**src/assert_macros.svh**
```systemverilog
// assertion macros used by the square root controller
// expects clk and rst_n in the scope of each use
`ifndef ASSERT_MACROS_SVH
`define ASSERT_MACROS_SVH

// same-cycle implication
`define ASSERT_IMPL(lbl, ante, cons, msg) \
    lbl: assert property (@(posedge clk) disable iff (!rst_n) (ante) |-> (cons)) \
        else $error(msg);

// next-cycle implication
`define ASSERT_NEXT(lbl, ante, cons, msg) \
    lbl: assert property (@(posedge clk) disable iff (!rst_n) (ante) |=> (cons)) \
        else $error(msg);

`endif

```
**src/isqrt_pkg.sv**
```systemverilog
// shared types and constants for the integer square root block
// no dependencies
package isqrt_pkg;

    localparam int ROOT_W = 16;
    localparam logic [ROOT_W-1:0] ROOT_MAX = 16'hFFFF;

    typedef struct packed {
        logic load;
        logic step;
        logic last;
    } isqrt_cmd_t;

endpackage

```
**src/isqrt_ctrl.sv**
```systemverilog
// controller: sequences one bit-pair step per cycle and raises the result strobe
// depends on isqrt_pkg and assert_macros.svh
`include "assert_macros.svh"

module isqrt_ctrl #(
    parameter int ROOT_BITS = 16
) (
    input  logic                  clk,
    input  logic                  rst_n,
    input  logic                  start,
    output logic                  busy,
    output logic                  done,
    output isqrt_pkg::isqrt_cmd_t cmd
);
    import isqrt_pkg::*;

    localparam int CNT_W = (ROOT_BITS > 1) ? $clog2(ROOT_BITS) : 1;
    localparam logic [CNT_W-1:0] CNT_LAST = CNT_W'(ROOT_BITS - 1);

    localparam logic S_IDLE = 1'b0;
    localparam logic S_RUN  = 1'b1;

    logic             state_reg, state_next;
    logic [CNT_W-1:0] cnt_reg, cnt_next;
    logic             done_reg, done_next;
    logic             accept;
    logic             last;

    assign accept = start && (state_reg == S_IDLE);
    assign last   = (cnt_reg == CNT_LAST);

    always_comb
    begin
        state_next = state_reg;
        cnt_next   = cnt_reg;
        done_next  = 1'b0;
        case (state_reg)
            S_IDLE:
            begin
                if (accept)
                begin
                    state_next = S_RUN;
                    cnt_next   = '0;
                end
            end
            S_RUN:
            begin
                cnt_next = cnt_reg + CNT_W'(1);
                if (last)
                begin
                    state_next = S_IDLE;
                    done_next  = 1'b1;
                end
            end
            default:
            begin
                state_next = S_IDLE;
            end
        endcase
    end

    always_ff @(posedge clk or negedge rst_n)
    begin
        if (!rst_n)
        begin
            state_reg <= S_IDLE;
            cnt_reg   <= '0;
            done_reg  <= 1'b0;
        end
        else
        begin
            state_reg <= state_next;
            cnt_reg   <= cnt_next;
            done_reg  <= done_next;
        end
    end

    assign busy     = (state_reg == S_RUN);
    assign done     = done_reg;
    assign cmd.load = accept;
    assign cmd.step = (state_reg == S_RUN);
    assign cmd.last = (state_reg == S_RUN) && last;

    `ASSERT_NEXT(a_accept_busy, accept, busy, "accepted transfer did not start work")
    `ASSERT_NEXT(a_last_done, cmd.last, done && !busy, "strobe missing after final step")
    `ASSERT_IMPL(a_done_idle, done, !busy && $past(cmd.last), "strobe without final step")

endmodule

```
**src/isqrt_dp.sv**
```systemverilog
// datapath: operand shifter, remainder and partial root, result register
// depends on isqrt_pkg
module isqrt_dp #(
    parameter int OPERAND_WIDTH = 32,
    parameter int ROOT_BITS     = 16
) (
    input  logic                          clk,
    input  logic [OPERAND_WIDTH-1:0]      value,
    input  isqrt_pkg::isqrt_cmd_t         cmd,
    output logic [isqrt_pkg::ROOT_W-1:0]  root
);
    import isqrt_pkg::*;

    localparam int OP_W  = 2 * ROOT_BITS;
    localparam int REM_W = ROOT_BITS + 2;
    localparam int WIDE_W = ROOT_BITS + ROOT_W;

    logic [OP_W-1:0]      op_reg;
    logic [REM_W-1:0]     rem_reg, rem_next;
    logic [ROOT_BITS-1:0] part_reg, part_next;
    logic [ROOT_W-1:0]    root_reg;
    logic [REM_W-1:0]     rem_shift;
    logic [REM_W-1:0]     trial;
    logic [REM_W:0]       diff;
    logic                 fits;
    logic [WIDE_W-1:0]    wide;

    assign rem_shift = {rem_reg[REM_W-3:0], op_reg[OP_W-1 -: 2]};
    assign trial     = {part_reg, 2'b01};
    assign diff      = {1'b0, rem_shift} - {1'b0, trial};
    assign fits      = !diff[REM_W];

    always_comb
    begin
        if (fits)
        begin
            rem_next  = diff[REM_W-1:0];
            part_next = {part_reg[ROOT_BITS-2:0], 1'b1};
        end
        else
        begin
            rem_next  = rem_shift;
            part_next = {part_reg[ROOT_BITS-2:0], 1'b0};
        end
        wide = WIDE_W'(part_next);
    end

    always_ff @(posedge clk)
    begin
        if (cmd.load)
        begin
            op_reg   <= value[OPERAND_WIDTH-1] ? '0 : OP_W'(value);
            rem_reg  <= '0;
            part_reg <= '0;
        end
        else if (cmd.step)
        begin
            op_reg   <= {op_reg[OP_W-3:0], 2'b00};
            rem_reg  <= rem_next;
            part_reg <= part_next;
        end
        if (cmd.last)
        begin
            if (wide > WIDE_W'(ROOT_MAX))
                root_reg <= ROOT_MAX;
            else
                root_reg <= wide[ROOT_W-1:0];
        end
    end

    assign root = root_reg;

endmodule

```
**src/integer_square_root.sv**
```systemverilog
// top level of the integer square root block: controller plus datapath
// depends on isqrt_pkg, isqrt_ctrl and isqrt_dp
//
// channel   direction  handshake            payload
// request   in         start high, busy low value
// result    out        done, one cycle      root
//
// one root bit per cycle over ceil(OPERAND_WIDTH/2) steps, which begin after the accepting edge;
// no new start is taken while busy, so one item is worked on at a time
// the strobe comes in the cycle after the final step; a new start is taken in that cycle
// reset clears the controller only; the result register is undefined until the first strobe
// the receiver cannot stall; root holds its value until the next strobe
module integer_square_root #(
    parameter int OPERAND_WIDTH = 32
) (
    input  logic                          clk,
    input  logic                          rst_n,
    input  logic                          start,
    input  logic [OPERAND_WIDTH-1:0]      value,
    output logic                          busy,
    output logic                          done,
    output logic [isqrt_pkg::ROOT_W-1:0]  root
);
    import isqrt_pkg::*;

    localparam int ROOT_BITS = (OPERAND_WIDTH + 1) / 2;

    isqrt_cmd_t cmd;

    isqrt_ctrl #(
        .ROOT_BITS (ROOT_BITS)
    ) u_ctrl (
        .clk   (clk),
        .rst_n (rst_n),
        .start (start),
        .busy  (busy),
        .done  (done),
        .cmd   (cmd)
    );

    isqrt_dp #(
        .OPERAND_WIDTH (OPERAND_WIDTH),
        .ROOT_BITS     (ROOT_BITS)
    ) u_dp (
        .clk   (clk),
        .value (value),
        .cmd   (cmd),
        .root  (root)
    );

endmodule

```
**config.mk**
```make
export PLATFORM = sky130hd
export DESIGN_NAME = integer_square_root
export DESIGN_NICKNAME = d
export VERILOG_FILES = /design/src/isqrt_pkg.sv /design/src/isqrt_ctrl.sv /design/src/isqrt_dp.sv /design/src/integer_square_root.sv
export VERILOG_INCLUDE_DIRS = /design/src /design/src/src
export SDC_FILE = /design/constraint.sdc
export NUM_CORES = 1
export LEC_CHECK = 0
export ABC_AREA = 1
export BUFFER_PORTS_ARGS = -buffer_cell sky130_fd_sc_hd__buf_2
export CAP_MARGIN = 5
export CORE_ASPECT_RATIO = 1.5
export CORE_MARGIN = 3
export CORE_UTILIZATION = 62
export DETAILED_ROUTE_END_ITERATION = 16
export HOLD_SLACK_MARGIN = 0.08
export PLACE_DENSITY_LB_ADDON = 0.3
export SYNTH_ARGS = -nofsm -noshare
export SYNTH_HDL_FRONTEND = slang
export SYNTH_HIERARCHICAL = 1
export SYNTH_SLANG_ARGS = --single-unit
```
**constraint.sdc**
```tcl
create_clock -name clk -period 5.7 [get_ports clk]
set_input_delay 1.14 -clock clk [delete_from_list [all_inputs] [get_ports clk]]
set_output_delay 1.14 -clock clk [all_outputs]
set_load 0.005 [all_outputs]
```
# Yosys cells after proc, flatten, opt, wreduce, memory -nomap -nowiden

Cells that the tools add are included.
Widths: inputs -> output; s select.

Register bits after elaboration: 86
Bits of input ports: 35
Word-level logic and storage cells: 28

Add/subtract/negate cells: 2
Magnitude comparators: 1
Eq/ne operators: 2
Mux-type cells: 12
Bitwise gates (word level): 1
Reductions and logical operators: 3

Operator list:

| kind                 | count |
|---|---|
| $mux 32              | 2 |
| $mux 31              | 1 |
| $sub 18x18->19       | 1 |
| $gt 16x16->1 const B | 1 |
| $mux 16              | 1 |
| $pmux 4 s2           | 1 |
| $mux 1               | 5 |
| $add 4x1->4 const B  | 1 |
| $eq 4x4->1 const B   | 1 |
| $mux 4               | 1 |
| $logic_and 1x1->1    | 2 |
| $ne 2x1->1 const B   | 1 |
| $pmux 1 s2           | 1 |
| $reduce_bool 2->1    | 1 |
| $not 1->1            | 1 |

# Logic depth before layout (Yosys ltp)

Gate-level depths: netlist of the first run.

Depth in word-level cells: 4
Gate-level depth with buffers: 15
Mapped depth without buffers: 14

# By module

Netlist of the first run, hierarchy kept.

Modules (own cells, without submodules):

| module     | instances | cells an instance | area an instance (um^2) | seq. area each (um^2) |
|---|---|---|---|---|
| isqrt_dp   | 1         | 476               | 3988.8                  | 2082.0 |
| isqrt_ctrl | 1         | 35                | 287.8                   | 150.1 |

# Worst setup path after synthesis of the first run

OpenSTA, ideal clock, no wires.

Kind: in2reg
Start point: input start
End point: register u_dp.op_reg[0] (enable)
Data arrival time: 2.541 ns
Required time: 5.291 ns
Slack: 2.750 ns
Stages: 6
Path through: nand2_1 > inv_1 > buf_4 > nor2_1 > inv_1 > clkbuf_1

Cells in the longest elaborated chain, start to end: 2

RTL lines:

| what                               | RTL line                  | source |
|---|---|---|
| from (decl)                        | integer_square_root.sv:18 | `input logic start,` |
| $logic_and 1x1->1                  | isqrt_ctrl.sv:29          | `assign accept = start && (state_reg == S_IDLE);` |
| via u_ctrl.accept                  | isqrt_ctrl.sv:26          | `logic accept;` |
| $reduce_bool 2->1 (no source line) | -                         |  |
| to (signal assigned)               | isqrt_dp.sv:52            | `op_reg <= value[OPERAND_WIDTH-1] ? '0 : OP_W'(value);` |
| to (signal assigned)               | isqrt_dp.sv:58            | `op_reg <= {op_reg[OP_W-3:0], 2'b00};` |
| to (decl)                          | isqrt_dp.sv:18            | `logic [OP_W-1:0] op_reg;` |

The timed path passes the listed nets, and every way through them passes these cells.
A chain may end at the register's enable or synchronous reset.

==> results of run 1 <==
## stage by stage
step           hold slack [ns]  instance area (um^2)
3_3_place_gp             0.413                  4550
6_report                 0.430                  4740
3_5_place_dp             0.413                  4550
2_1_floorplan            0.408                  4280
5_1_grt                  0.443                  4740
4_1_cts                  0.431                  4740
## metal layers
metal  vias to the layer above  global-route usage [%]  part of all wire (%)
met1                      1485                    25.2                    40
li1                       1741                       -                     -
met3                        28                    4.67                   5.0
met2                       114                    36.8                    50
met4                         0                    13.9                   4.5
met5                         -                       0                     0
## kinds of logic (layout without fill, tap and decap cells)
group | after synthesis | after routing
AOI/OAI and AO/OA | 79 | 79
DFF | 86 | 86
adders and majority gates | 18 | 18
buffers and inverters | 113 | 166
xor gates and xnor gates | 7 | 7
and+or+nand+nor | 208 | 208
## layout make-up
type,count,area share [%]
clock inverter,2,0.264
clock buffer,14,3.88
sequential,86,47.1
multi-input combinational,312,33.5
tap,76,2.00
inverter,97,7.68
timing repair buffer,53,5.64
## synthesized netlist by cell type (3+ instances only)
| library cell | instances | share of area [%] |
|---|---|---|
| dfxtp_1 | 32 | 15 |
| nor2_1 | 24 | 2.1 |
| edfxtp_1 | 48 | 34 |
| a21oi_1 | 17 | 2.0 |
| o21ai_0 | 37 | 4.3 |
| inv_1 | 95 | 8.3 |
| xnor2_1 | 5 | 1.0 |
| o21ai_1 | 5 | 0.59 |
| o22ai_1 | 15 | 2.2 |
| nand2_2 | 3 | 0.44 |
| nor3_1 | 3 | 0.35 |
| buf_4 | 4 | 0.70 |
| nand3_1 | 29 | 3.4 |
| o211ai_1 | 3 | 0.53 |
| ha_1 | 18 | 5.3 |
| dfrtp_1 | 6 | 3.5 |
| nand2_1 | 136 | 12 |
| or2_2 | 3 | 0.44 |
| nand4_1 | 3 | 0.44 |
| clkbuf_1 | 10 | 0.88 |
## critical path: stages
cell and delay [ns]:
buf_2 0.11, nand2_1 0.08, inv_1 0.10, nor2_1 0.79
inv_1 0.56, o22ai_1 0.28
## how the worst min path moves through the flow
stage,from,endpoint,depth (start not counted)
finish,u_dp/part_reg[1]$_SDFFE_PP0P_,u_dp/root[2]$_DFFE_PP_,0
global route,u_dp/part_reg[9]$_SDFFE_PP0P_,u_dp/root[10]$_DFFE_PP_,0
CTS,u_dp/part_reg[1]$_SDFFE_PP0P_,u_dp/root[2]$_DFFE_PP_,0
detailed placement,u_dp/part_reg[1]$_SDFFE_PP0P_,u_dp/root[2]$_DFFE_PP_,0
global placement,u_dp/part_reg[8]$_SDFFE_PP0P_,u_dp/root[9]$_DFFE_PP_,0
floorplan,u_dp/part_reg[9]$_SDFFE_PP0P_,u_dp/root[10]$_DFFE_PP_,0
==> summary.md, run 1 <==
| Metric | Value |
|---|---|
| Storage element area | `0.00223 mm^2` |
| Hold WC Path Type | `flip-flop to flip-flop` |
| R2R cell count | `6` |
| Clk pin slew, worst setup/hold paths | `0.08 ns` |
| Outcome | `complete, no violations` |
| Largest family of logic cells by synthesized area | `simple AND/OR/NAND/NOR gates` |
| Post-synthesis simple-gate area fraction | `20.5%` |
| Layout cell share with drive strength beyond 1 | `14.2%` |
| Sinks on Clock Net | `86` |
| Clk_skew | `0.00995 ns` |
| H-Tree Depth | `3` |
| Min cycle time layout | `2.81 ns` |
| Worst Path Max Fanout | `15` |
| Cell count after placement | `624` |
| Crit path arrival time | `3.07 ns` |
| Skew-Pair Late Insertion Delay | `0.35 ns` |
| Die height | `108 um` |
| Most frequent cells in the layout | `nand2_1, inv_1, buf_2, edfxtp_1, o21ai_0` |
| CP endpoint | `u_dp/part_reg[15]$_SDFFE_PP0P_` |
| Fillers | `494` |
| RR Startpoint | `u_ctrl/busy$_DFF_PN0_` |
| Post-DP HPWL | `5.93 mm` |
| Hold-fix buffers, CTS | `0` |
| Unique masters post-synth | `30` |
| Io pins | `53` |
| Net Count, Synth | `564` |
| Area delta synth->final | `10.9%` |
| CTS root buf | `clkbuf_8` |
| CTS max path bufs | `2` |
| Final core utilization | `72.1%` |
| Drt total wl | `8.06 mm` |
| Starting Density | `65.0%` |
| Postcts setup bufs | `0` |
| EDFF count, synth | `48` |
| Total gr overflow | `0` |
| Post-Synth XOR/XNOR Area | `1.43%` |
| Full die area | `0.00795 mm^2` |
| WL per Instance | `12.6 um` |
| Final Hold Vio Count | `0` |
| Crit path kind | `input pin to flip-flop` |
| Mapped Cells | `511` |
| Number of global-route vias before repair | `3211` |
| Die Wd | `73.8 um` |
| CTS tree | `built` |
| Ys async rst share | `6.98%` |
| Final Net Count | `612` |
| RSZ-0062 raised after global routing | `false` |
| Final WS setup | `2.89 ns` |
| Ys flop type | `edfxtp_1` |
| Antenna cells | `0` |
| Post-Synth Adder-Cell Area | `5.27%` |
| CORE AREA | `0.00658 mm^2` |
| Setup violators final | `0` |
| Maximum clock rate | `0.356 GHz` |
| Req. time, crit path | `5.96 ns` |
| Flip-flop count of the largest register after layout | `32` |
| Slew HR | `31.9%` |
| Synth warn | `6` |
| PortBufs | `52` |
| Non-filler instance count after layout | `640` |
| First-pass GRT wire length | `13.5 mm` |
| Area occupied by multi-input gates | `0.00159 mm^2` |
| Synth Area in Compound Gates | `9.98%` |
| Worst r2r dst | `u_dp/part_reg[15]$_SDFFE_PP0P_` |
| GP Congestion | `0.964` |
| Antenna-violating nets left | `0` |
| Tcrit/Tclk final | `49.3%` |
| Slew Viols, Final | `0` |
| Initial antenna violation count | `0` |
| Commonest non-fill, non-tap cell in the layout | `nand2_1` |
| Mux share of post-synthesis cell area | `0%` |
| Beginning of the critical path | `start` |
| Total GRT Usage | `22.1%` |
| DRT iter0 DRCs | `171` |
| Avg Inst Size Synth | `8.37 um^2` |
| Worst slew pin tran | `1.02 ns` |
| Setup WS pre-CTS | `2.58 ns` |
| Total CTS buffers | `9` |
| Startpoint Class | `input pin` |
| Sequential area share after synthesis | `52.2%` |
| CP Capture Type | `flip-flop` |
| Yosys reg bits | `86` |
| Post-cts sizing count | `0` |
| Std-Cell Rows | `36` |
| Vias | `3368` |
| Mapped Area | `0.00428 mm^2` |
| First-pass iteration count of the detailed router | `4` |
| Setup total negative slack | `0 ns` |
| Max cap viols | `0` |
| Flop-to-flop setup slack | `2.99 ns` |
| Via density | `5.26` |
| DRC | `0` |
| Largest net degree at the start of global routing | `44` |
Power of run 1 is not shown: default switching activity piles up to over one toggle a cycle in this logic, so the estimate is an artifact.
==> run 2, diff against run 1 <==
Settings changed: CORE_UTILIZATION 62 to 58.
Clock period 5.7 ns to 2.93 ns, I/O delays scaled along.
==> summary.md, run 2 (synthesis gave the netlist of run 1 again) <==
| Metric | Value |
|---|---|
| Outcome | `complete, no violations` |
| First-pass iteration count of the detailed router | `5 (+1)` |
| Setup WS pre-CTS | `0.745 ns (-1.84 ns)` |
| Postcts setup bufs | `0 (unchanged)` |
| Clk_skew | `0.00557 ns (-0.00438 ns)` |
| Maximum clock rate | `0.455 GHz` |
| Full die area | `0.00846 mm^2 (+6.4%)` |
| Crit path arrival time | `2.45 ns (-0.62 ns)` |
| Starting Density | `61.2% (-3.9 points)` |
| Fillers | `559 (+13%)` |
| Max cap viols | `0 (unchanged)` |
| H-Tree Depth | `3 (unchanged)` |
| Final core utilization | `69.3% (-2.8 points)` |
| Setup total negative slack | `0 ns (unchanged)` |
| DRT iter0 DRCs | `197 (+15%)` |
| Layout cell share with drive strength beyond 1 | `14.9% (+0.70 points)` |
| Final Net Count | `619 (+1.1%)` |
| Min cycle time layout | `2.20 ns` |
| Area delta synth->final | `13.3%` |
| Vias | `3405 (+1.1%)` |
| CTS tree | `built` |
| Post-cts sizing count | `0 (unchanged)` |
| Via density | `5.10 (-3.1%)` |
| Tcrit/Tclk final | `75.0%` |
| Slew Viols, Final | `0 (unchanged)` |
| Die Wd | `76.1 um (+3.1%)` |
| Flip-flop count of the largest register after layout | `32 (unchanged)` |
| RR Startpoint | `u_dp/part_reg[9]$_SDFFE_PP0P_` |
| Skew-Pair Late Insertion Delay | `0.35 ns (about the same)` |
| Commonest non-fill, non-tap cell in the layout | `nand2_1` |
| First-pass GRT wire length | `14.5 mm (+7.7%)` |
| Crit path kind | `flip-flop to flip-flop` |
| GP Congestion | `0.936 (-2.9%)` |
| Most frequent cells in the layout | `nand2_1, inv_1, buf_2, edfxtp_1, o21ai_0` |
| Final Hold Vio Count | `0 (unchanged)` |
| PortBufs | `52 (unchanged)` |
| CP Capture Type | `flip-flop` |
| Req. time, crit path | `3.18 ns (-2.78 ns)` |
| R2R cell count | `12 (+6)` |
| Antenna cells | `0 (unchanged)` |
| CTS root buf | `clkbuf_8` |
| CORE AREA | `0.00699 mm^2 (+6.3%)` |
| Die height | `111 um (+3.2%)` |
| Worst slew pin tran | `0.573 ns (-0.445 ns)` |
| Hold Path Cell Cnt | `0 (unchanged)` |
| Post-DP HPWL | `6.19 mm (+4.5%)` |
| Initial antenna violation count | `0 (unchanged)` |
| Worst Path Max Fanout | `24 (+9)` |
| Final WS setup | `0.732 ns (-2.16 ns)` |
| HP Start | `u_dp/part_reg[3]$_SDFFE_PP0P_` |
| Slew HR | `61.7% (+30 points)` |
| Clk pin slew, worst setup/hold paths | `0.07 ns (about the same)` |
| Hold-fix buffers, CTS | `1 (+1)` |
| Worst r2r dst | `u_dp/rem_reg[0]$_SDFFE_PP0P_` |
| Total GRT Usage | `21.3% (-0.87 points)` |
| WL per Instance | `12.7 um (+0.80%)` |
| DRC | `0 (unchanged)` |
| CTS max path bufs | `2 (unchanged)` |
| Sinks on Clock Net | `86 (unchanged)` |
| Setup violators final | `0 (unchanged)` |
| Drt total wl | `8.48 mm (+5.2%)` |
| Antenna-violating nets left | `0 (unchanged)` |
| Largest net degree at the start of global routing | `36 (-18%)` |
| Flop-to-flop setup slack | `0.73 ns (-2.26 ns)` |
| Total CTS buffers | `9 (unchanged)` |
| Total gr overflow | `0 (unchanged)` |
| Startpoint Class | `flip-flop` |
| Io pins | `53 (unchanged)` |
| WHS Endpoint | `u_dp/root[4]$_DFFE_PP_` |
| RSZ-0062 raised after global routing | `false` |
| Std-Cell Rows | `37 (+2.8%)` |
| Number of global-route vias before repair | `3427 (+6.7%)` |
| Hold WC Path Type | `flip-flop to flip-flop` |
-- run 2: changes by cell type in the layout (fill, tap and decap cells not counted) --
cell and change:
buf_4 +6, bufinv_16 +2, clkbuf_1 +1, clkbuf_16 -1
clkbuf_8 -1, clkinv_2 -1, dlygate4sd3_1 +1
-- run 2: critical path: stages, from the launching register on --
cell and delay, ns:
dfxtp_1 0.33, inv_1 0.07, ha_1 0.34, nand2_1 0.08, nand2_1 0.09, nand3_1 0.08
nand2_1 0.07, a21oi_1 0.27, nand2_4 0.23, inv_1 0.25, nand2_1 0.12, nor2_1 0.11
nor2_1 0.05
-- run 2: how the worst max path moves through the flow --
stage | startpoint | to | slack, ns | cells past startpoint
2_1_floorplan | start | u_dp/op_reg[0]$_SDFFCE_PP0P_ | 0.53 | 6
3_3_place_gp | u_dp/part_reg[9]$_SDFFE_PP0P_ | u_dp/part_reg[0]$_SDFFE_PP0P_ | 0.77 | 12
3_5_place_dp | u_dp/part_reg[9]$_SDFFE_PP0P_ | u_dp/rem_reg[0]$_SDFFE_PP0P_ | 0.74 | 12
4_1_cts | u_dp/part_reg[9]$_SDFFE_PP0P_ | u_dp/rem_reg[0]$_SDFFE_PP0P_ | 0.73 | 12
5_1_grt | u_dp/part_reg[3]$_SDFFE_PP0P_ | u_dp/rem_reg[0]$_SDFFE_PP0P_ | 0.50 | 12
6_report | u_dp/part_reg[9]$_SDFFE_PP0P_ | u_dp/rem_reg[0]$_SDFFE_PP0P_ | 0.73 | 12
-- run 2: final cells by class --
cell class / instances / area (um^2) / area share, %
Multi-Input combinational cell: 312 / 1590 / 32.8
Sequential cell: 86 / 2230 / 46.1
Tap cell: 97 / 121 / 2.51
Clock buffer: 13 / 149 / 3.07
Timing Repair Buffer: 60 / 323 / 6.66
Inverter: 97 / 364 / 7.52
Clock inverter: 3 / 67.6 / 1.39
-- run 2: per-layer routing --
metal	routed length, um	track usage (%)
met3	405	5.37
met5	0	0
met4	313	11.2
met2	4300	38.0
met1	3450	22.9
-- run 2: stage by stage --
step,cell area (um^2),hold WS (ns),instances
global placement,4620,0.413,651
CTS,4840,0.435,668
detailed placement,4620,0.416,651
finish,4840,0.431,668
floorplan,4280,0.290,511
global route,4840,0.447,668
Power of run 2 is left out for the same reason.
